File: src/hw/rtl/qmr_pkg.sv
package qmr_pkg;

   // fixed point format: signed Q3.12 in 16 bits
   localparam int QBits    = 16;
   localparam int QFrac    = 12;
   localparam int OpBits   = QBits + 1;     // operand wide enough to hold +8.0
   localparam int ProdBits = 2 * OpBits;    // exact product
   localparam int SumBits  = ProdBits + 2;  // exact sum of four products

   localparam logic signed [SumBits-1:0] RoundHalf = SumBits'(1) <<< (QFrac - 1);
   localparam logic signed [SumBits-QFrac-1:0] QMax = (SumBits-QFrac)'(32767);
   localparam logic signed [SumBits-QFrac-1:0] QMin = -(SumBits-QFrac)'(32768);

   // rotate / product selector
   typedef enum logic {
      MODE_PRODUCT = 1'b0,
      MODE_ROTATE  = 1'b1
   } mode_type;

   typedef logic signed [QBits-1:0]   q16_type;
   typedef logic signed [OpBits-1:0]  q17_type;
   typedef logic signed [SumBits-1:0] qsum_type;

   typedef struct packed {
      q16_type w;
      q16_type x;
      q16_type y;
      q16_type z;
   } quat16_type;

   typedef struct packed {
      q17_type w;
      q17_type x;
      q17_type y;
      q17_type z;
   } quat17_type;

   typedef struct packed {
      qsum_type w;
      qsum_type x;
      qsum_type y;
      qsum_type z;
   } quatsum_type;

   typedef struct packed {
      q16_type value;
      logic    sat;
   } rounded_type;

   // round half up to Q3.12 and saturate to 16 bits
   function automatic rounded_type round_sat(input qsum_type sum);
      qsum_type                        biased;
      logic signed [SumBits-QFrac-1:0] shifted;
      rounded_type                     res;
      biased  = sum + RoundHalf;
      shifted = biased[SumBits-1:QFrac];
      if (shifted > QMax) begin
         res.value = 16'sh7fff;
         res.sat   = 1'b1;
      end else if (shifted < QMin) begin
         res.value = 16'sh8000;
         res.sat   = 1'b1;
      end else begin
         res.value = shifted[QBits-1:0];
         res.sat   = 1'b0;
      end
      return res;
   endfunction

   // widen a Q3.12 value by one bit
   function automatic q17_type widen(input q16_type v);
      return {v[QBits-1], v};
   endfunction

endpackage

File: src/hw/rtl/qmr_outbuf.sv
module qmr_outbuf
   import qmr_pkg::*;
(
   input  logic       clock,
   input  logic       reset,
   input  logic       pipe_valid,
   input  quat16_type pipe_data,
   input  logic       pipe_ovf,
   output logic       pipe_advance,
   output logic       rsp_tvalid,
   input  logic       rsp_tready,
   output quat16_type rsp_data,
   output logic       rsp_ovf
);

   logic       out_valid_ff, out_valid_in;
   quat16_type out_data_ff, out_data_in;
   logic       out_ovf_ff, out_ovf_in;
   logic       skid_valid_ff, skid_valid_in;
   quat16_type skid_data_ff, skid_data_in;
   logic       skid_ovf_ff, skid_ovf_in;
   logic       out_take;

   // pipeline moves only while the skid slot is free
   assign pipe_advance = !skid_valid_ff;
   assign out_take     = !out_valid_ff || rsp_tready;

   always_comb begin
      out_valid_in  = out_valid_ff;
      out_data_in   = out_data_ff;
      out_ovf_in    = out_ovf_ff;
      skid_valid_in = skid_valid_ff;
      skid_data_in  = skid_data_ff;
      skid_ovf_in   = skid_ovf_ff;
      if (out_take) begin
         if (skid_valid_ff) begin
            out_valid_in  = 1'b1;
            out_data_in   = skid_data_ff;
            out_ovf_in    = skid_ovf_ff;
            skid_valid_in = 1'b0;
         end else begin
            out_valid_in = pipe_valid;
            out_data_in  = pipe_data;
            out_ovf_in   = pipe_ovf;
         end
      end else if (!skid_valid_ff && pipe_valid) begin
         // output stalled, park the finished item
         skid_valid_in = 1'b1;
         skid_data_in  = pipe_data;
         skid_ovf_in   = pipe_ovf;
      end
   end

   always_ff @(posedge clock) begin
      if (reset) begin
         out_valid_ff  <= 1'b0;
         skid_valid_ff <= 1'b0;
      end else begin
         out_valid_ff  <= out_valid_in;
         skid_valid_ff <= skid_valid_in;
      end
   end

   always_ff @(posedge clock) begin
      out_data_ff  <= out_data_in;
      out_ovf_ff   <= out_ovf_in;
      skid_data_ff <= skid_data_in;
      skid_ovf_ff  <= skid_ovf_in;
   end

   assign rsp_tvalid = out_valid_ff;
   assign rsp_data   = out_data_ff;
   assign rsp_ovf    = out_ovf_ff;

endmodule

File: config.mk
export PLATFORM = sky130hd
export DESIGN_NAME = qmr_outbuf
export DESIGN_NICKNAME = d
export VERILOG_FILES = /design/src/hw/rtl/qmr_pkg.sv /design/src/hw/rtl/qmr_outbuf.sv
export SDC_FILE = /design/constraint.sdc
export NUM_CORES = 1
export LEC_CHECK = 0
export BUFFER_PORTS_ARGS = -buffer_cell sky130_fd_sc_hd__buf_4
export CORE_UTILIZATION = 45
export CTS_CLUSTER_SIZE = 12
export DETAILED_ROUTE_END_ITERATION = 8
export PLACE_DENSITY_LB_ADDON = 0.12
export SYNTH_ARGS = -nofsm -noshare
export SYNTH_HDL_FRONTEND = slang
export SYNTH_SLANG_ARGS = --single-unit
File: constraint.sdc
create_clock -name clock -period 13.6 [get_ports clock]
set_input_delay 2.72 -clock clock [delete_from_list [all_inputs] [get_ports clock]]
set_output_delay 2.72 -clock clock [all_outputs]
set_load 0.02 [all_outputs]
==> results.md <==
* Worst Path Class, Setup: reg -> out
* CTS tree: done
* Post-route minimum period at 4520 ps
* Fraction of registers with async set/reset at 0
* Clock buffer depth at 2
* Setup Total Neg Slack at 0 ps
* DRT iter0 DRCs at 94
* Area Overhead vs Synth at 34.9%
* Synth top area cells: edfxtp_1 81%, mux2_2 11%, mux2_4 5.3%, buf_6 0.93%, dfxtp_1 0.83%
* Vias/cell at 4.74
* Core ar. at 0.0104 mm2
* Yosys cell types at 12
* Register area share after synthesis at 0.816
* Clk pin slew, worst setup/hold paths at 60 ps
* Root Buffer Master: clkbuf_8
* Fin. max-slew vios at 0
* CP Data Required Time at 10880 ps
* Worst skew pair latency at 500 ps
* Routed WL at 8370 um
* Starting Density at 0.466
* Area post-placement at 0.00599 mm2
* Vias at 2401
* Cts bufs inserted at 17
* Post-CTS Setup Inserts at 0
* Critical path launch point type: register
* Clock sink count at 132
* FF+latch area at 0.00395 mm2
* Hold Worst Slack at 546 ps
* First-pass GRT wire length at 12800 um
* Antenna violations before repair at 0
* Post-DR wirelength/cell at 16.5 um
* Worst Max-Slew Pin Slew at 989 ps
* Most numerous cell in the Yosys netlist: edfxtp_1
* Final Hold Viols at 0
* I/O pins at 136
* Synth Register Bits at 132
* Die Footprint at 0.0112 mm2
* Achievable Freq at 0.221 GHz
* Post-cts sizing count at 0
* Count of input and output buffers at 135
* Vert. Die Dim at 106 um
* Worst Path Arrival at 1800 ps
* DP HPWL at 5310 um
* N_diodes at 0
* Max VDD drop at 84.7 uV
* Die X at 106 um
* Setup crit end kind: primary output
* Top FF cell, synth: edfxtp_1
* Fin nets at 428
* Status: completed
* Final number of setup-violating endpoints at 0
* H-tree levels at 4
* Max_cap viols at 0
* Hold WC Path Type: reg -> reg
* Number of synthesized flops with an enable pin at 130
* DRC at 0
* DR pass1 iterations at 5
* LEAKAGE at 2.50 nW
* Power Dens Cells at 149 mW/mm2
* Gr ovfl total at 0
* Warnings, synthesis at 0
* Largest net degree at the start of global routing at 69
* Crit share post-route at 0.332
* Finished Cell Area at 0.00652 mm2
* Multi-input gate area at 836 um2
* Core Rows at 37
* Post-synth top cells: 130 x edfxtp_1, 48 x mux2_2, 17 x mux2_4
* Hold_buf cts at 0
* Max Clock Skew at 8.79 ps
* Fillcell total at 768
* Cell taking the most area after synthesis: edfxtp_1
* Share of the synthesized area in the top cell type at 0.807
* Mapped Cells at 211
* Syn_nets at 280
* Number of global-route vias before repair at 2449
* DRT antenna net count at 0
* Slew headroom at 0.341
* RSZ-0062 raised after global routing: false
* Global placement routability congestion at 0.690
* Syn_area_per_cell at 22.9 um2
* Mapped cell area at 0.00484 mm2
* Tot GR Track Use at 0.156
* Fraction of layout cells with a size suffix above 1 at 0.623
* Worst-path maximum fanout at 68
final timing paths:
kind | from | end | slack, ps | cells after the start
worst max-delay path | skid_valid_ff | pipe_advance | 9080 | 2
worst min-delay path | skid_data_ff[56] | rsp_data[56] | 550 | 1
worst max register to register | rsp_tvalid | skid_data_ff[28] | 11540 | 3
worst min register to register | skid_data_ff[56] | rsp_data[56] | 550 | 1
routing by layer:
layer	up-vias	wire length (um)	GRT usage
li1	1135	-	-
met1	1172	3620	0.195
met2	86	4080	0.243
met3	8	601	0.0699
met4	0	68	0.0506
met5	-	0	0
report_power, final:
part	switching, mW	internal, mW	leakage (nW)
Sequential	0.00789	0.471	1.28
Clock	0.156	0.256	0.260
Combinational	0.0395	0.0423	0.962
sequential cells by signal, indices dropped and copies added (netlist names):
name,count
rsp_tvalid,1
skid_valid_ff,1
rsp_ovf,1
skid_data_ff,64
skid_ovf_ff,1
rsp_data,64
cell type report:
cell class,count,area share
flip-flops and latches,132,0.605
inverters,1,0.000575
multi-input cells,70,0.128
repair buffers,137,0.158
clock inverters,12,0.0176
clock buffers,19,0.0646
well taps,136,0.0261
worst max-delay path, stage by stage (launching register included):
cell     delay (ps)
dfxtp_4        1010
inv_1            90
buf_4           190
placed cells by master (no fill, tap or decap), types with 2 or more instances in the layout:
cell        netlist  routed
clkbuf_16         0      16
clkinv_2          0       4
clkbuf_1          0       2
bufinv_16         0       2
mux2_2           48      48
clkinv_1          0       3
mux2_4           17      17
buf_4             0     137
edfxtp_1        130     130
clkinvlp_4        0       2
per-stage QoR:
step	setup WS [ps]	std cells	total power, mW	utilization
floorplan	3820	211	0.525	-
global placement	8960	476	0.569	0.577
detailed placement	8940	476	0.570	0.577
CTS	9030	507	0.982	0.629
global route	8940	507	1.00	0.629
finish	9080	507	0.973	0.629
logic make-up after synthesis:
logic type	after synthesis	share of synthesized area
DFF	132	0.816
muxes	65	0.165
buffers and inverters	9	0.0142
and+or+nand+nor	4	0.00466
AOI/OAI and AO/OA	1	0.00103
(Power assumes the default switching activity.)
